$ cat src/xfcc_pkg.sv
// ============================================================================
// xfcc_pkg - shared types and constants for the XTEA feedback chain cipher
// Holds the word type, configuration register indexes and cipher constants.
// ============================================================================
package xfcc_pkg;

    typedef logic [31:0] t_word;
    typedef logic [2:0]  t_cfg_index;

    // configuration register indexes
    localparam t_cfg_index CFG_KEY_WORD_0  = 3'd0;
    localparam t_cfg_index CFG_KEY_WORD_1  = 3'd1;
    localparam t_cfg_index CFG_KEY_WORD_2  = 3'd2;
    localparam t_cfg_index CFG_KEY_WORD_3  = 3'd3;
    localparam t_cfg_index CFG_ROUND_COUNT = 3'd4;
    localparam t_cfg_index CFG_DIRECTION   = 3'd5;

    localparam int    ROUND_COUNT_W     = 7;
    localparam logic [ROUND_COUNT_W-1:0] ROUND_COUNT_RESET = 7'd32;

    localparam t_word XTEA_DELTA = 32'h9e37_79b9;
    localparam int    PAD_W      = 3;

    localparam logic DIR_ENCRYPT = 1'b0;
    localparam logic DIR_DECRYPT = 1'b1;

endpackage

$ cat src/xtea_feedback_chain_cipher_top.sv
// ============================================================================
// xtea_feedback_chain_cipher_top - XTEA with interleaved feedback chaining
// One 64-bit block per request, encrypted or decrypted over a configurable
// number of double rounds by a single shared half-round unit.
// ============================================================================
//
//  channel | handshake          | payload
//  --------+--------------------+---------------------------------------------
//  input   | i_valid / o_ready  | block_low, block_high, first_block, last_block
//  output  | o_valid / i_ready  | result_low, result_high, pad_length, tail_zero
//  config  | i_cfg_we           | i_cfg_index, i_cfg_wdata (no read-back)
//
//  Sequencing: one half round per cycle; a block's n double rounds
//  (n = round_count, capped at MAX_ROUNDS) run as pairs of half rounds in
//  the shared half-round unit, then the finish state; o_ready is high only
//  when idle, so the next block waits until the last one leaves finish.
//  Reset: synchronous, active low; clears chaining state, control and config.
//  Stalls: a finished result waits in the output register; a new request is
//  taken meanwhile, and its result waits in the finish state until the output
//  register frees up.
//
module xtea_feedback_chain_cipher_top #(
    parameter int MAX_ROUNDS = 64
) (
    input  logic                  i_clk,
    input  logic                  i_rst_n,

    // configuration write port
    input  logic                  i_cfg_we,
    input  xfcc_pkg::t_cfg_index  i_cfg_index,
    input  xfcc_pkg::t_word       i_cfg_wdata,

    // input requests
    input  logic                  i_valid,
    output logic                  o_ready,
    input  xfcc_pkg::t_word       i_block_low,
    input  xfcc_pkg::t_word       i_block_high,
    input  logic                  i_first_block,
    input  logic                  i_last_block,

    // result requests
    output logic                  o_valid,
    input  logic                  i_ready,
    output xfcc_pkg::t_word       o_result_low,
    output xfcc_pkg::t_word       o_result_high,
    output logic [2:0]            o_pad_length,
    output logic                  o_tail_zero
);
    import xfcc_pkg::*;

    localparam int CNT_W = $clog2(MAX_ROUNDS + 1);

    typedef enum logic [1:0] {
        S_IDLE,
        S_RUN,
        S_FINISH
    } t_state;

    // configuration registers
    t_word                    r_key [4];
    logic [ROUND_COUNT_W-1:0] r_round_count;
    logic                     r_direction;

    // chaining state
    logic [63:0]              r_prev_cipher;
    logic [63:0]              r_prev_plain;

    // sequencer and working registers
    t_state                   r_state;
    logic [CNT_W-1:0]         r_left;      // double rounds still to run
    logic                     r_phase;     // 0 first half round, 1 second
    t_word                    r_y;
    t_word                    r_z;
    t_word                    r_sum;
    logic [63:0]              r_blk;       // block as received, for chaining
    logic                     r_first;
    logic                     r_last;

    // output register
    logic                     r_valid;
    t_word                    r_res_low;
    t_word                    r_res_high;
    logic [PAD_W-1:0]         r_pad;
    logic                     r_tail;

    // ------------------------------------------------------------------
    // Effective round count, capped at MAX_ROUNDS
    // ------------------------------------------------------------------
    logic             rc_over;
    logic [CNT_W-1:0] n_rounds;
    t_word            n_sum_init;

    assign rc_over  = (32'(r_round_count) > 32'(MAX_ROUNDS));
    assign n_rounds = rc_over ? CNT_W'(MAX_ROUNDS) : CNT_W'(r_round_count);

    // decrypt starts from delta * n, encrypt from zero
    assign n_sum_init = (r_direction == DIR_DECRYPT) ? 32'(XTEA_DELTA * 32'(n_rounds))
                                                     : '0;

    // ------------------------------------------------------------------
    // Input chaining: encrypt folds in prev cipher, decrypt prev plain
    // ------------------------------------------------------------------
    logic [63:0] in_blk;
    logic [63:0] in_chain;

    assign in_blk   = {i_block_high, i_block_low};
    assign in_chain = i_first_block ? in_blk
                    : in_blk ^ ((r_direction == DIR_DECRYPT) ? r_prev_plain
                                                             : r_prev_cipher);

    // ------------------------------------------------------------------
    // Shared half-round unit.
    // Encrypt: phase 0 updates y from z with key[sum&3], phase 1 updates z
    // from y with key[sum>>11]. Decrypt swaps the roles, so the target is
    // z whenever phase and direction differ.
    // ------------------------------------------------------------------
    logic       tgt_z;
    t_word      mix_in;
    t_word      target;
    logic [1:0] key_idx;
    t_word      mixed;
    t_word      f_val;
    t_word      n_target;
    t_word      n_sum_step;

    assign tgt_z    = r_phase ^ r_direction;
    assign mix_in   = tgt_z ? r_y : r_z;
    assign target   = tgt_z ? r_z : r_y;
    assign key_idx  = tgt_z ? r_sum[12:11] : r_sum[1:0];
    assign mixed    = ((mix_in << 4) ^ (mix_in >> 5)) + mix_in;
    assign f_val    = mixed ^ (r_sum + r_key[key_idx]);
    assign n_target = (r_direction == DIR_DECRYPT) ? target - f_val : target + f_val;
    assign n_sum_step = (r_direction == DIR_DECRYPT) ? r_sum - XTEA_DELTA
                                                     : r_sum + XTEA_DELTA;

    // ------------------------------------------------------------------
    // Output chaining and flags
    // ------------------------------------------------------------------
    logic [63:0] core_res;
    logic [63:0] n_res;
    logic        n_tail;
    logic        out_free;

    assign core_res = {r_z, r_y};
    assign n_res    = r_first ? core_res
                    : core_res ^ ((r_direction == DIR_DECRYPT) ? r_prev_cipher
                                                               : r_prev_plain);
    assign n_tail   = r_last && (n_res[31:8] == '0) && (n_res[63:32] == '0);
    assign out_free = !r_valid || i_ready;

    // ------------------------------------------------------------------
    // Configuration writes
    // ------------------------------------------------------------------
    always_ff @(posedge i_clk) begin
        if (!i_rst_n) begin
            r_key[0]      <= '0;
            r_key[1]      <= '0;
            r_key[2]      <= '0;
            r_key[3]      <= '0;
            r_round_count <= ROUND_COUNT_RESET;
            r_direction   <= DIR_ENCRYPT;
        end else if (i_cfg_we) begin
            unique case (i_cfg_index)
                CFG_KEY_WORD_0:  r_key[0]      <= i_cfg_wdata;
                CFG_KEY_WORD_1:  r_key[1]      <= i_cfg_wdata;
                CFG_KEY_WORD_2:  r_key[2]      <= i_cfg_wdata;
                CFG_KEY_WORD_3:  r_key[3]      <= i_cfg_wdata;
                CFG_ROUND_COUNT: r_round_count <= i_cfg_wdata[ROUND_COUNT_W-1:0];
                CFG_DIRECTION:   r_direction   <= i_cfg_wdata[0];
                default: ;  // unmapped index, write dropped
            endcase
        end
    end

    // ------------------------------------------------------------------
    // Sequencer, datapath and output register
    // ------------------------------------------------------------------
    always_ff @(posedge i_clk) begin
        if (!i_rst_n) begin
            r_state       <= S_IDLE;
            r_valid       <= 1'b0;
            r_phase       <= 1'b0;
            r_left        <= '0;
            r_prev_cipher <= '0;
            r_prev_plain  <= '0;
        end else begin
            // the finish state reloads the output register itself
            if (r_valid && i_ready && (r_state != S_FINISH)) begin
                r_valid <= 1'b0;
            end

            unique case (r_state)
                S_IDLE: begin
                    if (i_valid) begin
                        r_y     <= in_chain[31:0];
                        r_z     <= in_chain[63:32];
                        r_sum   <= n_sum_init;
                        r_blk   <= in_blk;
                        r_first <= i_first_block;
                        r_last  <= i_last_block;
                        r_left  <= n_rounds;
                        r_phase <= 1'b0;
                        // zero rounds: straight to the chaining output
                        r_state <= (n_rounds == '0) ? S_FINISH : S_RUN;
                    end
                end
                S_RUN: begin
                    if (tgt_z) begin
                        r_z <= n_target;
                    end else begin
                        r_y <= n_target;
                    end
                    if (!r_phase) begin
                        r_sum   <= n_sum_step;
                        r_phase <= 1'b1;
                    end else begin
                        r_phase <= 1'b0;
                        r_left  <= r_left - CNT_W'(1);
                        if (r_left == CNT_W'(1)) begin
                            r_state <= S_FINISH;
                        end
                    end
                end
                S_FINISH: begin
                    if (out_free) begin
                        r_valid    <= 1'b1;
                        r_res_low  <= n_res[31:0];
                        r_res_high <= n_res[63:32];
                        r_pad      <= n_res[PAD_W-1:0];
                        r_tail     <= n_tail;
                        if (r_direction == DIR_DECRYPT) begin
                            r_prev_cipher <= r_blk;
                            r_prev_plain  <= n_res;
                        end else begin
                            r_prev_cipher <= n_res;
                            r_prev_plain  <= r_blk;
                        end
                        r_state <= S_IDLE;
                    end
                end
                default: r_state <= S_IDLE;
            endcase
        end
    end

    assign o_ready       = (r_state == S_IDLE);
    assign o_valid       = r_valid;
    assign o_result_low  = r_res_low;
    assign o_result_high = r_res_high;
    assign o_pad_length  = r_pad;
    assign o_tail_zero   = r_tail;

`ifndef SYNTHESIS
    // an accepted request always takes the block out of the ready state
    a_busy_after_accept: assert property (@(posedge i_clk) disable iff (!i_rst_n)
        (i_valid && o_ready) |=> !o_ready)
        else $error("input accepted but block still ready");

    // the round counter never runs past the cap, and is live while running
    a_left_in_range: assert property (@(posedge i_clk) disable iff (!i_rst_n)
        (r_state == S_RUN) |-> (r_left != '0 && 32'(r_left) <= 32'(MAX_ROUNDS)))
        else $error("round counter out of range while running");

    // a waiting result is never overwritten by the finish state
    a_no_overwrite: assert property (@(posedge i_clk) disable iff (!i_rst_n)
        (r_valid && !i_ready) |=> (r_valid && $stable(r_res_low) && $stable(r_res_high)))
        else $error("pending result lost or changed");

    // a run ends after its second half round only
    a_finish_on_phase1: assert property (@(posedge i_clk) disable iff (!i_rst_n)
        (r_state == S_RUN && r_phase == 1'b0) |=> (r_state == S_RUN))
        else $error("run left mid double round");
`endif

endmodule

$ cat config.mk
export PLATFORM = sky130hd
export DESIGN_NAME = xtea_feedback_chain_cipher_top
export DESIGN_NICKNAME = d
export VERILOG_FILES = /design/src/xfcc_pkg.sv /design/src/xtea_feedback_chain_cipher_top.sv
export SDC_FILE = /design/constraint.sdc
export NUM_CORES = 1
export LEC_CHECK = 0
export BUFFER_PORTS_ARGS = -buffer_cell sky130_fd_sc_hd__buf_2
export CORE_MARGIN = 3
export CORE_UTILIZATION = 40
export DETAILED_ROUTE_END_ITERATION = 6
export SYNTH_ARGS = -nofsm -noshare
export SYNTH_HDL_FRONTEND = slang
export SYNTH_SLANG_ARGS = --single-unit
$ cat constraint.sdc
create_clock -name i_clk -period 20.1 [get_ports i_clk]
set_clock_uncertainty 0.2 [all_clocks]
set_input_delay 6.03 -clock i_clk [delete_from_list [all_inputs] [get_ports i_clk]]
set_output_delay 6.03 -clock i_clk [all_outputs]
set_load 0.1 [all_outputs]
# == After elaboration in Yosys (flattened, before gate mapping) ==
# Memories as Yosys holds them, arrays and structs flattened.
# Cells that the tools add are included.
# word_totals
ramBits,128
regBits,377
out_inout_bits,70
elab_cells,134
n_memories,1
# memory_table
name,words,word_bits,rd,rd_clocked_by_memory_dff,write_ports,line,rtl
r_key,4,32,1,0,4,xtea_feedback_chain_cipher_top.sv:60,t_word r_key [4];
# classes
add_sub_neg,7
n_mul,1
bitwise_logic,9
n_eq_ne,16
reduce_logical,23
muxes,58
order_cmp,1
# op_table
op,count
32-bit two-way mux,15
64-bit two-way mux,6
32-bit one-hot mux with 2 select lines,3
64-bit bitwise XOR,2
32-bit adder,3
32-bit adder (second input constant),1
32-bit zero test,1
32-bit by 7-bit multiplier with 32-bit output (first input constant),1
32-bit subtractor,1
32-bit subtractor (second input constant),1
32-bit by 27-bit bitwise XOR with 32-bit output,1
32-bit bitwise XOR,1
24-bit zero test,1
1-bit two-way mux,22
7-bit two-way mux,3
2-bit != test (second input constant),8
4-bit AND reduction,4
7-bit one-hot mux with 2 select lines,1
2-bit two-way mux,6
3-bit AND reduction,3
2-bit AND reduction,4
7-bit by 1-bit == test with 1-bit output (second input constant),1
7-bit > comparator (second input constant),1
7-bit zero test,1
other kinds (16),24

# == Depth between registers and ports, before layout ==
# logic_depth
word_depth,9
ltp_mapped,30
mapped_depth_nobuf,27

# == Least setup slack after synthesis ==
# Ideal clock, no wire load.
# synth_path
path_type,input -> register
startpoint,input port i_ready
endpoint,"register r_res_high[0] (netlist: o_result_high[0]), enable pin"
path_stages,6
t_arrival_ps,9468
slack_ps,9943
setup_ps,489
required_time_ps,19411
n_path_buf,3
path_cell_list,nand2b_1 -> nand2b_1 -> clkbuf_1 -> clkbuf_1 -> clkbuf_1 -> nor2_1
# synth_between
elab_chain_len,2
# synth_lines
item,line,rtl
"start, declared",xtea_feedback_chain_cipher_top.sv:43,"input logic i_ready,"
1-bit logical OR,xtea_feedback_chain_cipher_top.sv:149,assign out_free = !r_valid || i_ready;
3-bit AND reduction (no line),n/a,
"end signal, assigned",xtea_feedback_chain_cipher_top.sv:228,r_res_high <= n_res[63:32];
"end, declared",xtea_feedback_chain_cipher_top.sv:82,t_word r_res_high;
# No other way between the ends.
# A chain may end at the register's enable or synchronous reset.

# == Worst setup path in the final report ==
# layout_path
startpoint,register r_phase
endpoint,register r_y[31] (data pin)
# layout_between
elab_chain_len,9
word_cells_on_any_way,14
# layout_lines
item,line,rtl
"start, declared",xtea_feedback_chain_cipher_top.sv:71,logic r_phase;
"start signal, assigned",xtea_feedback_chain_cipher_top.sv:182,r_phase <= 1'b0;
"start signal, assigned",xtea_feedback_chain_cipher_top.sv:202,r_phase <= 1'b0;
"start signal, assigned",xtea_feedback_chain_cipher_top.sv:215,r_phase <= 1'b1;
1-bit bitwise XOR (*),xtea_feedback_chain_cipher_top.sv:126,assign tgt_z = r_phase ^ r_direction;
2-bit two-way mux / 32-bit two-way mux (equally long branches),"xtea_feedback_chain_cipher_top.sv:129, xtea_feedback_chain_cipher_top.sv:127",
memory read 4 x 32 bit / 32-bit by 27-bit bitwise XOR with 32-bit output (equally long branches),n/a,
"32-bit adder, on equally long branches","xtea_feedback_chain_cipher_top.sv:131, xtea_feedback_chain_cipher_top.sv:130",
32-bit bitwise XOR,xtea_feedback_chain_cipher_top.sv:131,assign f_val = mixed ^ (r_sum + r_key[key_idx]);
32-bit adder / 32-bit subtractor (equally long branches),xtea_feedback_chain_cipher_top.sv:132,assign n_target = (r_direction == DIR_DECRYPT) ? target - f_val : target + f_val;
32-bit two-way mux (*),xtea_feedback_chain_cipher_top.sv:132,
32-bit two-way mux (*),xtea_feedback_chain_cipher_top.sv:208,if (tgt_z) begin
32-bit one-hot mux with 2 select lines (*),xtea_feedback_chain_cipher_top.sv:192,unique case (r_state)
"end signal, assigned",xtea_feedback_chain_cipher_top.sv:195,r_y <= in_chain[31:0];
"end signal, assigned",xtea_feedback_chain_cipher_top.sv:211,r_y <= n_target;
"end, declared",xtea_feedback_chain_cipher_top.sv:72,t_word r_y;
# Every way passes the cells marked *; elsewhere a longest branch is shown, timed or not. The select of a mux whose other input is x is not followed.

==> flow_summary.ini <==
[status]
status = complete, no violations

[global_route]
antenna_found_initial = 1
track_usage = 0.204
grt_pass1_wl_um = 145000
grt_max_degree = 176
grt_pass1_vias = 25480
overflow = 0

[synthesis]
synth.avg_cell_area_um2 = 9.56
synthAdderAreaFrac = 0.0997
synth_compound_area_frac = 0.153
synthArstFlopShare = 0
synth_top_area_frac = 0.309
synthFlopType = edfxtp_1
yosysSeqAreaShare = 0.395
synth_edf_count = 355
synth_seq_cells = 502
synth_nets = 3958
synth_top_family_by_area = compound AO/OA/AOI/OAI gates
syn_area_um2 = 34500
yosys_warnings = 0
syn_inst = 3606
synth-simple-area-share = 0.142
synth_xor_area_frac = 0.0862
synthTopCellsByArea = edfxtp_1 (31%), dfxtp_1 (8.5%), ha_1 (7.2%)
synth_cell_types = 88
synth_top_area_cell = edfxtp_1
synth_mux_area_frac = 0.0828

[place]
dp_hpwl_um = 68000
routabilityCongestion = 0.857
port_buffers = 175
post_dp_cell_area_um2 = 36500

[routing]
drt_iter0_markers = 1898
routedWlPerCell_um = 19.1
drc = 0
routed_via_density = 5.42
drt-total-wl_um = 93400
drtPass1Iterations = 6
ant_nets = 0
vias = 26562

[worst_setup_path]
cp_data_arrival_time_ns = 9.11
rr_endpoint = r_y[31]$_DFFE_PP_
reg2regPathDepth = 26
start_kind = flop
rrSetupSlack_ns = 11.21
path_max_fanout = 32
reg2reg_from = r_phase$_SDFFE_PN0P_
cp.required_ns = 20.31
cpPeakStageDelay_ns = 0.67
critPathKind = reg2reg
worstSetupEndpointType = flop
cp_slowest_cell = xnor2_4

[sta]
period_share = 0.442
rsz0062_at_grt = false
max_freq_mhz = 112
tightestPinTransition_ns = 0.970
relSlewSlack = 0.353
finalSetupViolCount = 0
slew_violations = 0
fin_crit_ns = 8.89
final_hold_viol_count = 0
setup_tns_ns = 0
worst_hold_slack_ns = 0.304

[die]
coreArea_um2 = 85300
dieArea_um2 = 89700
rows = 107
die_h_um = 300
die_w_um = 300
io_pins = 176
start_util = 0.404

[pwr]
finalPower_w = 0.00631
clkPwrFrac = 0.185
p_int_w = 0.00349
pwr_density_cell_nw_per_um2 = 163
power_leakage_nw = 15.1
seq_power_share = 0.212
pwr-share-comb = 0.603
peakVddDrop_v = 0.000128
switching_share = 0.448
switchingPower_w = 0.00282

[final_layout]
area_growth_pct = 12.1
nNetsFinal = 4055
diodes = 0
n_fill_cell = 8209
stdcell_area_um2 = 38700
drive_gt1_frac = 0.113

[clocking]
clkTransAtPathRegs_ns = 0.07
clk_latency_ns = 0.64
cts_buffer_depth = 3
cts-buffers-inserted = 59
cts_sinks = 502
ctsResizeCount = 0
htree_levels = 2
cts_root_buffer = clkbuf_16
holdBufCountCts = 0
cts_setup_buffers = 0
cts_tree = built

[hold_path]
holdPathEnd = r_round_count[2]$_SDFFE_PN0P_
hold_path_depth = 2
hold_start = r_round_count[2]$_SDFFE_PN0P_
min_path_type = reg2reg

[run]
max_cap_violations = 0
final cells by class:
type | count | area (µm²) | share of cell area
Timing Repair Buffer | 209 | 1160 | 0.0299
Multi-Input combinational cell | 2724 | 19600 | 0.506
Inverter | 207 | 779 | 0.0202
Clock inverter | 41 | 584 | 0.0151
Tap cell | 1144 | 1430 | 0.0370
Clock buffer | 70 | 1530 | 0.0395
Sequential cell | 502 | 13600 | 0.352
logic make-up after synthesis:
family / after synthesis
AOI/OAI and AO/OA: 862
xor gates and xnor gates: 331
adders and majority gates: 246
buffers and inverters: 380
DFF: 502
muxes: 238
other: 2
and+or+nand+nor: 1045
power groups by stage:
stage	registers [W]	clock network (W)	logic (W)
floorplan	0.00135	0	0.00291
global placement	0.00136	0	0.00373
detailed placement	0.00136	0	0.00374
CTS	0.00134	0.00119	0.00377
global route	0.00135	0.00123	0.00421
finish	0.00134	0.00117	0.00381
state kept, by name, indices dropped and copies added (netlist names):
register,count
r_round_count,7
r_state,2
o_valid,1
o_tail_zero,1
r_last,1
r_prev_cipher,64
r_left,7
r_prev_plain,64
r_first,1
r_y,32
r_phase,1
r_blk,64
r_key,128
r_direction,1
o_result_high,32
r_z,32
r_sum,32
o_result_low,32
critical path, delay by kind of cell, from the launching register on:
kind            cells  cell delay, ns
simple gates       10            2.76
mux                 4            1.44
xor+xnor            3            1.35
compound gates      6            1.30
fa+ha+maj           2            0.67
buf+inv             1            0.56
flops               1            0.40
per-layer routing:
layer / track usage / part of all wire / wire length, µm
met5: 0 / 0.00014 / 13
met4: 0.0525 / 0.023 / 2170
met3: 0.0285 / 0.057 / 5320
met2: 0.328 / 0.45 / 42400
met1: 0.288 / 0.47 / 43500
per-stage QoR:
step	instances	util	setup WS, ns
2_1_floorplan	3606	-	9.94
3_3_place_gp	4786	0.428	11.30
3_5_place_dp	4786	0.428	11.22
4_1_cts	4897	0.453	11.20
5_1_grt	4897	0.453	10.51
6_report	4897	0.453	11.21
placed cells by master (no fill, tap or decap), drive strengths merged, types with 9 or more instances in the layout:
cell / synthesis / layout
nor2: 568 / 568
a21oi: 399 / 399
edfxtp: 355 / 355
xnor2: 241 / 241
inv: 207 / 211
buf: 50 / 209
ha: 198 / 198
mux2i: 160 / 160
dfxtp: 147 / 147
and2: 143 / 143
o21ai: 110 / 110
nand2: 106 / 106
xor2: 86 / 86
a211oi: 86 / 86
a21o: 75 / 75
clkbuf: 123 / 70
fa: 48 / 48
mux2: 46 / 46
nand2b: 36 / 36
mux4: 32 / 32
nand3: 31 / 31
a31oi: 30 / 30
o22ai: 27 / 27
nor3: 24 / 24
nand4: 23 / 23
clkinv: 0 / 23
nor2b: 21 / 21
nor4: 21 / 21
o21a: 19 / 19
or3: 17 / 17
and3: 15 / 15
and4: 13 / 13
o21bai: 13 / 13
o211ai: 13 / 13
a211o: 12 / 12
bufinv: 0 / 12
or2: 9 / 9
o31ai: 9 / 9
how the worst max path moves through the flow:
stage,slack [ns],start,cells past startpoint,endpoint
finish,11.21,r_phase$_SDFFE_PN0P_,26,r_y[31]$_DFFE_PP_
detailed placement,11.22,r_phase$_SDFFE_PN0P_,27,r_y[31]$_DFFE_PP_
global placement,11.30,i_ready,8,r_prev_plain[62]$_SDFFE_PN0P_
CTS,11.20,r_phase$_SDFFE_PN0P_,27,r_z[31]$_DFFE_PP_
floorplan,9.94,i_ready,6,o_result_high[0]$_DFFE_PP_
global route,10.51,r_phase$_SDFFE_PN0P_,26,r_y[31]$_DFFE_PP_
cell usage after synthesis (32+ instances only):
| cell type | n |
|---|---|
| and2_1 | 143 |
| a21oi_1 | 399 |
| xnor2_1 | 240 |
| ha_1 | 198 |
| a211oi_1 | 85 |
| nand2b_1 | 36 |
| clkbuf_1 | 123 |
| xor2_1 | 86 |
| mux4_2 | 32 |
| edfxtp_1 | 355 |
| dfxtp_1 | 147 |
| nand2_1 | 106 |
| buf_1 | 41 |
| inv_1 | 206 |
| nor2_1 | 568 |
| a21o_1 | 75 |
| o21ai_0 | 103 |
| fa_1 | 48 |
| mux2i_1 | 159 |
| mux2_2 | 46 |
Power figures use the tool's default switching activity.
